File: src/hdl/ccir_div.sv
`default_nettype none

module ccir_div #(
   parameter int NUM_W = 41,
   parameter int DEN_W = 25,
   parameter int QUO_W = 17,
   parameter int TAG_W = 1
) (
   input  logic             clock,
   input  logic             reset,
   input  logic             in_valid,
   input  logic [NUM_W-1:0] in_num,
   input  logic [DEN_W-1:0] in_den,
   input  logic [TAG_W-1:0] in_tag,
   output logic             out_valid,
   output logic [QUO_W-1:0] out_quo,
   output logic             out_rem_nz,
   output logic [TAG_W-1:0] out_tag
);

   logic             valid_ff [QUO_W];
   logic [DEN_W-1:0] rem_ff   [QUO_W];
   logic [DEN_W-1:0] den_ff   [QUO_W];
   logic [QUO_W-1:0] bits_ff  [QUO_W];
   logic [TAG_W-1:0] tag_ff   [QUO_W];

   genvar k;
   for (k = 0; k < QUO_W; k++) begin : g_step
      logic             valid_cur;
      logic [DEN_W-1:0] rem_cur;
      logic [DEN_W-1:0] den_cur;
      logic [QUO_W-1:0] bits_cur;
      logic [TAG_W-1:0] tag_cur;
      logic [DEN_W:0]   trial;
      logic             ge;
      logic [DEN_W-1:0] rem_in;

      if (k == 0) begin : g_first
         assign valid_cur = in_valid;
         assign rem_cur   = DEN_W'(in_num >> QUO_W);
         assign den_cur   = in_den;
         assign bits_cur  = in_num[QUO_W-1:0];
         assign tag_cur   = in_tag;
      end else begin : g_next
         assign valid_cur = valid_ff[k-1];
         assign rem_cur   = rem_ff[k-1];
         assign den_cur   = den_ff[k-1];
         assign bits_cur  = bits_ff[k-1];
         assign tag_cur   = tag_ff[k-1];
      end

      assign trial  = {rem_cur, bits_cur[QUO_W-1]};
      assign ge     = trial >= {1'b0, den_cur};
      assign rem_in = ge ? DEN_W'(trial - {1'b0, den_cur}) : trial[DEN_W-1:0];

      always_ff @(posedge clock) begin
         if (reset) begin
            valid_ff[k] <= 1'b0;
         end else begin
            valid_ff[k] <= valid_cur;
         end
         rem_ff[k]  <= rem_in;
         den_ff[k]  <= den_cur;
         bits_ff[k] <= {bits_cur[QUO_W-2:0], ge};
         tag_ff[k]  <= tag_cur;
      end
   end

   assign out_valid  = valid_ff[QUO_W-1];
   assign out_quo    = bits_ff[QUO_W-1];
   assign out_rem_nz = |rem_ff[QUO_W-1];
   assign out_tag    = tag_ff[QUO_W-1];

endmodule

`default_nettype wire

File: config.mk
export PLATFORM = sky130hd
export DESIGN_NAME = ccir_div
export DESIGN_NICKNAME = d
export VERILOG_FILES = /design/src/hdl/ccir_div.sv
export SDC_FILE = /design/constraint.sdc
export NUM_CORES = 2
export LEC_CHECK = 0
export CAP_MARGIN = 20
export CORE_MARGIN = 8
export CORE_UTILIZATION = 46
export CTS_CLUSTER_DIAMETER = 50
export DETAILED_ROUTE_END_ITERATION = 8
export DONT_BUFFER_PORTS = 1
export PLACE_DENSITY = 0.71
export SYNTH_ARGS = -nofsm -noshare
export SYNTH_HDL_FRONTEND = slang
export SYNTH_SLANG_ARGS = --single-unit
File: constraint.sdc
create_clock -name clock -period 5.8 [get_ports clock]
set_input_delay 0.58 -clock clock [delete_from_list [all_inputs] [get_ports clock]]
set_output_delay 0.58 -clock clock [all_outputs]
set_load 0.01 [all_outputs]
### Word-level counts from Yosys, hierarchy flattened

Memories as Yosys holds them, arrays and structs flattened.
Index checks and enable logic that the tools add are counted.

| storage, ports and cells | value |
|---|---|
| bits in registers | 0 |
| bits in writable memories | 1173 |
| input port bits | 70 |
| output and inout port bits | 20 |
| logic and storage cells | 94 |
| memories kept | 5 |

| operators by class | value |
|---|---|
| $add $sub $neg | 17 |
| magnitude comparators | 17 |
| muxes and demuxes | 37 |
| bitwise logic cells | 17 |
| reduce and logical (&&, ||, !) cells | 1 |

Memory list:

| name | depth | width | read ports | clocked after memory_dff | wr ports | RTL line | source |
|---|---|---|---|---|---|---|---|
| den_ff | 17 | 25 | 16 | 0 | 17 | 23 | `logic [DEN_W-1:0] den_ff [QUO_W];` |
| rem_ff | 17 | 25 | 17 | 0 | 17 | 22 | `logic [DEN_W-1:0] rem_ff [QUO_W];` |
| bits_ff | 17 | 17 | 17 | 0 | 17 | 24 | `logic [QUO_W-1:0] bits_ff [QUO_W];` |
| tag_ff | 17 | 1 | 17 | 0 | 17 | 25 | `logic [TAG_W-1:0] tag_ff [QUO_W];` |
| valid_ff | 17 | 1 | 17 | 0 | 17 | 21 | `logic valid_ff [QUO_W];` |

Operator list:

| cell | number |
|---|---|
| 2-to-1 mux 25 bit | 17 |
| subtractor 25 bit | 17 |
| >= comparator 26 x 25 -> 1 bit | 16 |
| >= comparator 25 bit | 1 |
| OR reduction 25 bit | 1 |
| 2-to-1 mux 1 bit | 20 |
| bitwise OR 1 bit | 17 |

### Logic depth before layout (Yosys ltp)

| depth | value |
|---|---|
| depth after elaboration | 3 |
| mapped depth | 16 |
| mapped depth without buffers | 14 |

### Least setup slack after synthesis

OpenSTA, ideal clock, no wires.

| timing path | value |
|---|---|
| kind | register -> register |
| from | mem bits_ff[0][16] |
| to | mem rem_ff[1][6] (netlist: rem_ff[0][31]) |
| library setup time | 0.121 ns |
| arrival | 3.253 ns |
| data required time | 5.679 ns |
| path slack | 2.426 ns |
| cell stages (with the launch flop) | 16 |
| buffers on the path | 1 |
| period minus slack after synthesis | 3.374 ns |
| cell sequence | dfxtp_1 inv_1 ha_1 inv_1 fa_1 a21oi_1 o21a_1 o21ai_1 o31ai_2 o221ai_1 o31ai_1 o21ai_1 a221o_1 a21oi_4 buf_4 mux2_2 |

RTL lines:

| element | RTL line |
|---|---|
| start: declaration | 24 |
| end: declaration | 22 |

==> flow_summary.ini <==
[die]
rows = 120
fp.dieH_um = 344.4
die-area_um2 = 118600
fp.dieW_um = 344.4
start_util_pct = 46.35
pin_count = 90
coreArea_um2 = 107100

[clock_network]
numCtsBuffers = 141
clkLatencyLatePin_ns = 0.74
htreeDepth = 4
cts_tree = built
clk_pin_slew_worst_paths_ns = 0.06
post_cts.repair.setup_buffers = 0
cts.sinks = 1148
clock_path_buffers = 3
cts_resized = 0
hold_buffers = 69
root_buffer = clkbuf_16

[setup_path]
r2r_setup_slack_ns = 1.56
crit_path_max_fanout = 26
worstSetupPathType = flip-flop to flip-flop
crit_arrival_ns = 4.85
crit_required_ns = 6.41
end_kind = flip-flop
cp-start-kind = flip-flop

[timing]
skew_ns = 0.03288
tightestPinTransition_ns = 1.057
period_share_pct = 73.05
drv_slew = 0
layout_min_cycle_time_ns = 4.237
final.setup.worst_slack_ns = 1.563
max_freq_mhz = 236.0
setup_viol = 0
finalHoldViolCount = 0
whs_ns = 0.06910
relSlewSlack_pct = 28.90
setup-tns-final_ns = 0
rsz0062_at_grt = no

[hold_path]
hp-class = primary input to flip-flop

[yosys]
synthesis.nets = 5664
synth_async_sr_flop_share_pct = 0
synthCells = 5152
yosysUniqueCellTypes = 92
ys_warn_count = 0
synth_edf_count = 0
syn_area_um2 = 49620
synth-seq-cells = 1148
synth_ff_type = dfxtp_1
syn_area_per_cell_um2 = 9.631
ys_seq_area_share_pct = 46.32

[routing]
routedWlPerCell_um = 15.58
drc = 0
finalWirelength_um = 105600
routed_via_density = 5.240
drtIter0Drc = 1774
drt-pass1-iter-count = 5
ant_nets = 0
vias = 35530

[placement]
gp_congestion = 0.9462
hpwl_um = 79610
portBuffers = 0
place_ws_ns = 1.562

[global_route]
grt_overflow = 0
grt_max_degree = 47
grt_pass1_vias = 35680
track_usage_pct = 17.42
grt_first_pass_wirelength_um = 172200
antenna_found_initial = 1

[power]
cellPowerDensity_nw_per_um2 = 643.9
p_leak_uw = 0.02608
vdd_drop_max_v = 0.0002834

[run]
maxCapViolCount = 0

[finish]
final_common_cell = dfxtp_1
drive_gt1_share_pct = 9.111
layout.nets = 5781
nFillCells = 9451
syn2layout_area_growth_pct = 14.14
most-common-layout-cells = dfxtp_1 (1148), inv_1 (557), a21oi_1 (476), ha_1 (425), nor2_1 (356)
insertedDiodeCount = 0

[status]
status = finished, final reports clean
[critical path, cell delays in order, from the launching register on]
cell	delay (ns)
dfxtp_1	0.30
inv_1	0.07
ha_1	0.17
inv_1	0.06
fa_1	0.40
a21oi_1	0.25
o21a_1	0.17
o21ai_1	0.09
o31ai_2	0.40
o221ai_1	0.21
o31ai_1	0.39
o21ai_1	0.14
a221o_1	0.37
a21oi_4	0.67
mux2_2	0.42
[synth_stat cells (all sizes together) (52+ instances only)]
cell type | instances | share of area [%]
o21bai | 52 | 0.81
nand3 | 64 | 0.68
dfxtp | 1148 | 46
a21o | 214 | 3.2
clkbuf | 78 | 0.59
nor2 | 356 | 2.7
inv | 557 | 4.2
nand4 | 81 | 1.0
xor2 | 132 | 2.3
ha | 425 | 11
mux2 | 173 | 4.0
xnor2 | 226 | 4.0
nor2b | 68 | 0.86
o21ai | 246 | 2.5
a21oi | 482 | 4.9
nand2 | 267 | 2.0
[stage by stage]
step                      total power (uW)  instances  utilization (%)  area [um2]
after floorplan                      24050       5152                -       49620
after global placement               27140       6460            47.71       51080
after detailed placement             27410       6460            47.71       51080
after CTS                            36610       6781            52.90       56630
after global routing                 39070       6781            52.90       56630
final                                36470       6781            52.90       56630
[per-layer routing]
metal / vias to the layer above / routed length [um] / global-route usage (%)
met3: 277 / 4498 / 3.108
met1: 16470 / 44610 / 19.69
met2: 782 / 52090 / 31.65
met5: - / 0 / 0
li1: 18000 / - / -
met4: 0 / 4428 / 8.097
[worst paths after layout]
check,end,cells past startpoint,start
worst max-delay path,rem_ff[0][39],14,bits_ff[0][16]
worst min-delay path,rem_ff[0][1],2,in_den[1]
worst max register to register,rem_ff[0][39],14,bits_ff[0][16]
worst min register to register,bits_ff[1][1],0,bits_ff[0][119]
[where the power goes]
part           switching (uW)  internal, uW
Clock                    3440          5470
Sequential               1190         10300
Combinational            8810          7290
Total                   13400         23000
[state kept, by name (all words and copies together), names as in the netlist]
signal / count
valid_ff: 17
bits_ff: 289
rem_ff: 425
den_ff: 400
tag_ff: 17
[layout make-up]
type / instances / area, um2 / area share (%)
Timing Repair Buffer: 87 / 825.8 / 1.458
Inverter: 557 / 2091 / 3.692
Sequential cell: 1148 / 22980 / 40.58
Clock inverter: 73 / 949.7 / 1.677
Tap cell: 1403 / 1755 / 3.100
Multi-Input combinational cell: 3334 / 24120 / 42.58
Clock buffer: 179 / 3913 / 6.909
[cell families after synthesis]
logic type,count (synthesis),synth area share [%]
compound gates,1288,16.41
flops,1148,46.32
simple gates,1061,10.13
buf+inv,670,5.215
fa+ha+maj,442,11.40
xor+xnor,358,6.319
mux,185,4.199
(Power assumes the default switching activity.)
