$ cat src/hdl/ccir_pkg.sv
`default_nettype none

package ccir_pkg;

   localparam int COORD_W   = 24;
   localparam int MASS_W    = 16;
   localparam int ELAST_W   = 9;
   localparam int DIFF_W    = 25;
   localparam int SQ_IN_W   = 50;
   localparam int SQ_OUT_W  = 25;
   localparam int SQ_REM_W  = 27;
   localparam int NORM_BITS = 16;
   localparam int NORM_W    = 18;
   localparam int PROD_W    = 43;
   localparam int VN_W      = 28;
   localparam int NEG_VN_W  = 26;
   localparam int RAD_W     = 21;
   localparam int OVL_W     = 27;
   localparam int MSUM_W    = 17;
   localparam int S_W       = 35;
   localparam int DIV_Q_W   = 35;
   localparam int DV_SHIFT  = 24;
   localparam int DV_W      = 30;
   localparam int CORR_SHIFT = 17;
   localparam int CORR_W    = 23;
   localparam int SUM_W     = 31;

   localparam logic [ELAST_W-1:0] ELAST_RESET = 9'd205;
   localparam logic [ELAST_W:0]   ELAST_ONE   = 10'd256;

   localparam logic [1:0] OUTCOME_COINCIDE = 2'd0;
   localparam logic [1:0] OUTCOME_SEPARATE = 2'd1;
   localparam logic [1:0] OUTCOME_IMPULSE  = 2'd2;

   typedef logic signed [COORD_W-1:0] coord_type;
   typedef logic signed [NORM_W-1:0]  norm_type;

   typedef struct packed {
      coord_type           p1x;
      coord_type           p1y;
      coord_type           v1x;
      coord_type           v1y;
      coord_type           p2x;
      coord_type           p2y;
      coord_type           v2x;
      coord_type           v2y;
      logic [MASS_W-1:0]   m1;
      logic [MASS_W-1:0]   m2;
   } pair_type;

   function automatic coord_type sat_coord(input logic signed [SUM_W-1:0] v);
      coord_type r;
      if (!v[SUM_W-1] && (|v[SUM_W-2:COORD_W-1])) begin
         r = {1'b0, {(COORD_W-1){1'b1}}};
      end else if (v[SUM_W-1] && !(&v[SUM_W-2:COORD_W-1])) begin
         r = {1'b1, {(COORD_W-1){1'b0}}};
      end else begin
         r = v[COORD_W-1:0];
      end
      return r;
   endfunction

endpackage

`default_nettype wire

$ cat src/hdl/ccir_sqrt.sv
`default_nettype none

module ccir_sqrt
   import ccir_pkg::*;
#(
   parameter int TAG_W = 1
) (
   input  logic                clock,
   input  logic                reset,
   input  logic                in_valid,
   input  logic [SQ_IN_W-1:0]  in_value,
   input  logic [TAG_W-1:0]    in_tag,
   output logic                out_valid,
   output logic [SQ_OUT_W-1:0] out_root,
   output logic [TAG_W-1:0]    out_tag
);

   logic                valid_ff [SQ_OUT_W];
   logic [SQ_REM_W-1:0] rem_ff   [SQ_OUT_W];
   logic [SQ_OUT_W-1:0] root_ff  [SQ_OUT_W];
   logic [SQ_IN_W-1:0]  val_ff   [SQ_OUT_W];
   logic [TAG_W-1:0]    tag_ff   [SQ_OUT_W];

   genvar k;
   for (k = 0; k < SQ_OUT_W; k++) begin : g_step
      logic                valid_cur;
      logic [SQ_REM_W-1:0] rem_cur;
      logic [SQ_OUT_W-1:0] root_cur;
      logic [SQ_IN_W-1:0]  val_cur;
      logic [TAG_W-1:0]    tag_cur;
      logic [SQ_REM_W+1:0] acc;
      logic [SQ_REM_W+1:0] trial;
      logic                ge;
      logic [SQ_REM_W-1:0] rem_in;
      logic [SQ_OUT_W-1:0] root_in;

      if (k == 0) begin : g_first
         assign valid_cur = in_valid;
         assign rem_cur   = '0;
         assign root_cur  = '0;
         assign val_cur   = in_value;
         assign tag_cur   = in_tag;
      end else begin : g_next
         assign valid_cur = valid_ff[k-1];
         assign rem_cur   = rem_ff[k-1];
         assign root_cur  = root_ff[k-1];
         assign val_cur   = val_ff[k-1];
         assign tag_cur   = tag_ff[k-1];
      end

      assign acc     = {rem_cur, val_cur[SQ_IN_W-1 -: 2]};
      assign trial   = (SQ_REM_W+2)'({root_cur, 2'b01});
      assign ge      = acc >= trial;
      assign rem_in  = ge ? SQ_REM_W'(acc - trial) : SQ_REM_W'(acc);
      assign root_in = {root_cur[SQ_OUT_W-2:0], ge};

      always_ff @(posedge clock) begin
         if (reset) begin
            valid_ff[k] <= 1'b0;
         end else begin
            valid_ff[k] <= valid_cur;
         end
         rem_ff[k]  <= rem_in;
         root_ff[k] <= root_in;
         val_ff[k]  <= {val_cur[SQ_IN_W-3:0], 2'b00};
         tag_ff[k]  <= tag_cur;
      end
   end

   assign out_valid = valid_ff[SQ_OUT_W-1];
   assign out_root  = root_ff[SQ_OUT_W-1];
   assign out_tag   = tag_ff[SQ_OUT_W-1];

endmodule

`default_nettype wire

$ cat config.mk
export PLATFORM = sky130hd
export DESIGN_NAME = ccir_sqrt
export DESIGN_NICKNAME = d
export VERILOG_FILES = /design/src/hdl/ccir_pkg.sv /design/src/hdl/ccir_sqrt.sv
export SDC_FILE = /design/constraint.sdc
export NUM_CORES = 2
export LEC_CHECK = 0
export BUFFER_PORTS_ARGS = -buffer_cell sky130_fd_sc_hd__buf_4
export CAP_MARGIN = 20
export CORE_MARGIN = 5
export CORE_UTILIZATION = 62
export CTS_CLUSTER_SIZE = 16
export DETAILED_ROUTE_END_ITERATION = 10
export GPL_TIMING_DRIVEN = 0
export PLACE_DENSITY = 0.85
export SLEW_MARGIN = 20
export SYNTH_ARGS = -nofsm -noshare
export SYNTH_HDL_FRONTEND = slang
export SYNTH_SLANG_ARGS = --single-unit
export TNS_END_PERCENT = 50
$ cat constraint.sdc
create_clock -name clock -period 4.36 [get_ports clock]
set_clock_uncertainty 0.15 [all_clocks]
set_input_delay 0.436 -clock clock [delete_from_list [all_inputs] [get_ports clock]]
set_output_delay 0.436 -clock clock [all_outputs]
set_load 0.02 [all_outputs]
Word level (Yosys, flattened, before mapping) --
Memory sizes are Yosys's and may differ from the RTL's. Index checks and enable logic that the tools add are counted.
Storage, ports and cells: register bits 0, word-level logic and storage cells 133, memories kept 5, memory bits (writable) 2550, input port bits 54, output and inout port bits 27
Memory list:
- val_ff | words 25, bits a word 48, rd ports 24, clocked after Yosys merged registers in 0, wr ports 25, line ccir_sqrt.sv:21 | logic [SQ_IN_W-1:0] val_ff [SQ_OUT_W];
- rem_ff | words 25, bits a word 27, rd ports 24, clocked after Yosys merged registers in 0, wr ports 25, line ccir_sqrt.sv:19 | logic [SQ_REM_W-1:0] rem_ff [SQ_OUT_W];
- root_ff | words 25, bits a word 25, rd ports 25, clocked after Yosys merged registers in 0, wr ports 25, line ccir_sqrt.sv:20 | logic [SQ_OUT_W-1:0] root_ff [SQ_OUT_W];
- tag_ff | words 25, bits a word 1, rd ports 25, clocked after Yosys merged registers in 0, wr ports 25, line ccir_sqrt.sv:22 | logic [TAG_W-1:0] tag_ff [SQ_OUT_W];
- valid_ff | words 25, bits a word 1, rd ports 25, clocked after Yosys merged registers in 0, wr ports 25, line ccir_sqrt.sv:18 | logic valid_ff [SQ_OUT_W];
Cells by class: multiplexer cells 53, bitwise operators 25, order comparisons 25, add/sub/neg operators 25
Operators by type and width (number):
- 29-bit by 27-bit greater-or-equal comparator with 1-bit output | 24
- 27-bit two-way mux | 25
- 27-bit subtractor | 24
- 1-bit two-way mux | 28
- 1-bit bitwise OR | 25
- 2-bit by 1-bit subtractor with 3-bit output (second input constant) | 1
- 2-bit by 1-bit greater-or-equal comparator with 1-bit output (second input constant) | 1

Logic depth before layout (Yosys ltp) --
depth in word-level cells 3, mapped depth 14

Worst setup path before layout --
Ideal clock, no wire load.
kind reg-to-reg, from mem root_ff[22][0], in the netlist root_ff[5][50], to mem rem_ff[23][17], cell stages (with the launch flop) 12, arrival time 2.861 ns, slack 1.228 ns, path buffers 1, required time 4.089 ns, cell sequence dfxtp_1 > inv_1 > ha_1 > o21ai_0 > a211oi_1 > a22oi_1 > a21o_1 > o21ai_0 > a21oi_1 > o211ai_1 > buf_2 > mux2_2
RTL lines (line):
- start: declaration | ccir_sqrt.sv:20
- end: declaration | ccir_sqrt.sv:19

==> flow_summary.toml <==
[run_status]
status = "finished clean"

[finish]
insertedDiodeCount = 0
area_delta_synth_final_pct = 13.8
finalNetCount = 6241
drive_gt1_frac = 0.0732

[global_routing]
grt_antenna_before_repair = 0
grt-ovfl-total = 0
grt_max_degree = 17
gr-usage-all-layers = 0.239
grt_pass1_vias = 39778
first_pass_grt_wire_length_um = 194000

[route]
via_count = 39559
drt_wl_total_um = 119000
drtAntennaViolNets = 0
post-route-drc-count = 0
avgViaCountPerCell = 5.54
drt_pass1_iterations = 5
initialDrtViolationCount = 2814
detail_route.wl_per_cell_um = 16.7

[pwr]
powerDensity_mw_per_mm2 = 588
max-vdd-ir-drop_mv = 0.574
total_leakage_power_nw = 30.5
fin_total_pwr_mw = 38.1

[synthesis]
synth-seq-cells = 1586
synth_cell_type_count = 81
synth-main-ff-cell = "sky130_fd_sc_hd__dfxtp_1"
synth_compound_area_frac = 0.114
netlist_area_before_placement_mm2 = 0.0569
postSynth.asyncResetShare = 0
syn-instance-count = 5547
synthesis.yosys.warnings = 0
yosysTopAreaCellShare = 0.558
synth.largest_area_cell = "sky130_fd_sc_hd__dfxtp_1"
synth_top_cells_by_count = "sky130_fd_sc_hd__dfxtp_1, sky130_fd_sc_hd__inv_1, sky130_fd_sc_hd__nand2_1"
syn_area_per_cell_um2 = 10.3
synth_top_family_by_area = "simple AND/OR/NAND/NOR gates"
synth_most_common_cell = "sky130_fd_sc_hd__dfxtp_1"
synth.yosys.seq_area_share = 0.558
synth_adder_area_share = 0.0774
synthTopCellsByArea = "sky130_fd_sc_hd__dfxtp_1, sky130_fd_sc_hd__ha_1, sky130_fd_sc_hd__xor2_1"
synth-edff-count = 0
synthSimpleGateAreaFrac = 0.129
synth.area.mux_share = 0.0108
syn_nets = 5953
post_synth_xor_area_fraction = 0.0748

[cts]
cts_sinks = 1586
cts.clk_slew.worst_paths_ns = 0.06
ctsRootBufferMaster = "sky130_fd_sc_hd__clkbuf_16"
cts_buffer_depth = 3
cts_tree = "yes"
cts_made_buffers = 149
worst_skew_pair.late_latency_ns = 0.78
cts_htree_levels = 4

[setup_path]
timing.critical_path.from_type = "register"
critical_path_peak_fanout = 10
crit_path_max_incr_delay_ns = 0.60
r2r-start = "root_ff[5][28]"
worst_r2r_path_depth = 12
setup.reg_to_reg.worst_slack_ns = 0.34
capturing_point_of_the_worst_reg2reg_path = "rem_ff[22][20]"
worst_ep_required_time_ns = 4.84
timing.critical_path.slowest_stage_cell = "sky130_fd_sc_hd__a2111oi_0"
crit_arrival_ns = 4.50
critical_path_class = "register to register"
path_cells = "inv_1, ha_1, and2_1, o21a_1, a2111oi_0, nor4_1, a311o_1, o22ai_1, clkinv_1, clkbuf_1, nor2_1, a21oi_1"
end_kind = "register"

[die]
floorplan.rows = 111
die_w_um = 313
start_util = 0.623
fp.coreArea_mm2 = 0.0914
die_y_um = 313
dieArea_mm2 = 0.0979
io_pins = 81

[placement]
gp_congestion = 0.931
hpwl_detailed_um = 82900
portBuffers = 80

[timing]
final-max-slew-violation-count = 0
fin_crit_sh = 0.923
timing.final.hold_violations = 0
max-slew-margin-rel = 0.331
finalSetupViolations = 0
setup-tns-final_ns = 0
maxClockFrequency_mhz = 249
grt_setup_unrepaired = "false"
timing.final.crit_period_ns = 4.02
tightestPinTransition_ns = 0.991

[min_path]
worst_hold_path.endpoint = "val_ff[7][45]"
worstHoldPathType = "register to register"
timing.hold.worst_path_depth = 0
min_from = "val_ff[6][91]"

[job]
max_cap_violations = 0
through the flow:
stage / util / setup slack (ns) / std cells / cell area, um2 / hold WS [ns]
floorplan: - / 1.23 / 5547 / 56900 / 0.160
global placement: 0.645 / 0.229 / 6813 / 59000 / 0.160
detailed placement: 0.645 / 0.234 / 6813 / 59000 / 0.162
CTS: 0.708 / 0.189 / 7137 / 64700 / 0.120
global route: 0.709 / 0.0787 / 7140 / 64700 / 0.131
finish: 0.709 / 0.338 / 7140 / 64700 / 0.149
power breakdown:
group | switching [mW] | internal [mW] | leakage [nW]
Sequential | 1.70 | 16.9 | 13.3
Clock | 5.57 | 7.62 | 2.52
Combinational | 3.49 | 2.80 | 14.7
logic make-up after synthesis:
logic type	after synthesis
flops	1586
simple gates	1470
compound gates	1048
buf+inv	548
xor+xnor	486
fa+ha+maj	352
mux	56
other cells	1
metal layers:
metal  GRT usage  wire length, um  vias up  part of all wire
met4       0.112             5560        0             0.047
met5           0                0        -                 0
li1            -                -    19513                 -
met3      0.0467             6800      360             0.057
met2       0.421            58400     1255              0.49
met1       0.282            48100    18431              0.40
timing repair:
action | 4_1_cts | 5_1_grt
hold endpoints to repair | 58 | 0
hold buffers | 54 | 0
setup endpoints to repair | 0 | 39
gates resized for setup | 0 | 4
buffers inserted | 0 | 3
state kept, by name, summed over array words and instances (netlist names):
| name | count |
|---|---|
| root_ff | 325 |
| valid_ff | 25 |
| val_ff | 600 |
| rem_ff | 611 |
| tag_ff | 25 |
layout make-up:
| class | count | area, um2 |
|---|---|---|
| well taps | 1186 | 1480 |
| flip-flops and latches | 1586 | 31800 |
| inverters | 458 | 1720 |
| fillers | 6241 | 26600 |
| repair buffers | 137 | 1160 |
| clock inverters | 55 | 863 |
| clock buffers | 215 | 4330 |
| multi-input cells | 3413 | 23100 |
| plain buffers | 90 | 348 |
worst max-delay path by stage:
stage | from | end | cells past startpoint
2_1_floorplan | root_ff[5][50] | rem_ff[23][17] | 11
4_1_cts | root_ff[5][50] | rem_ff[23][19] | 12
5_1_grt | root_ff[5][28] | rem_ff[22][20] | 12
6_report | root_ff[5][28] | rem_ff[22][20] | 12
3_3_place_gp | root_ff[5][50] | rem_ff[23][19] | 12
3_5_place_dp | root_ff[5][50] | rem_ff[23][19] | 12
layout by cell type, fill, tap and decap left out, drive strengths merged, types with 63 or more instances in the layout:
cell,netlist,layout
a21o,121,121
a21oi,354,354
buf,11,93
clkbuf,79,295
dfxtp,1586,1586
ha,352,352
inv,455,459
nand2,359,359
nand2b,65,65
nand3,88,88
nor2,345,345
nor2b,75,75
nor3,144,144
nor4,99,99
o21ai,255,255
or3,63,63
xnor2,239,239
xor2,247,247
critical path: cells and delay by family, from the launching register on:
kind                       cells  cell delay, ns
AOI/OAI and AO/OA              5            1.57
buffers and inverters          3            0.88
adders and majority gates      1            0.35
and+or+nand+nor                3            0.57
DFF                            1            0.34
Power figures use the tool's default switching activity.
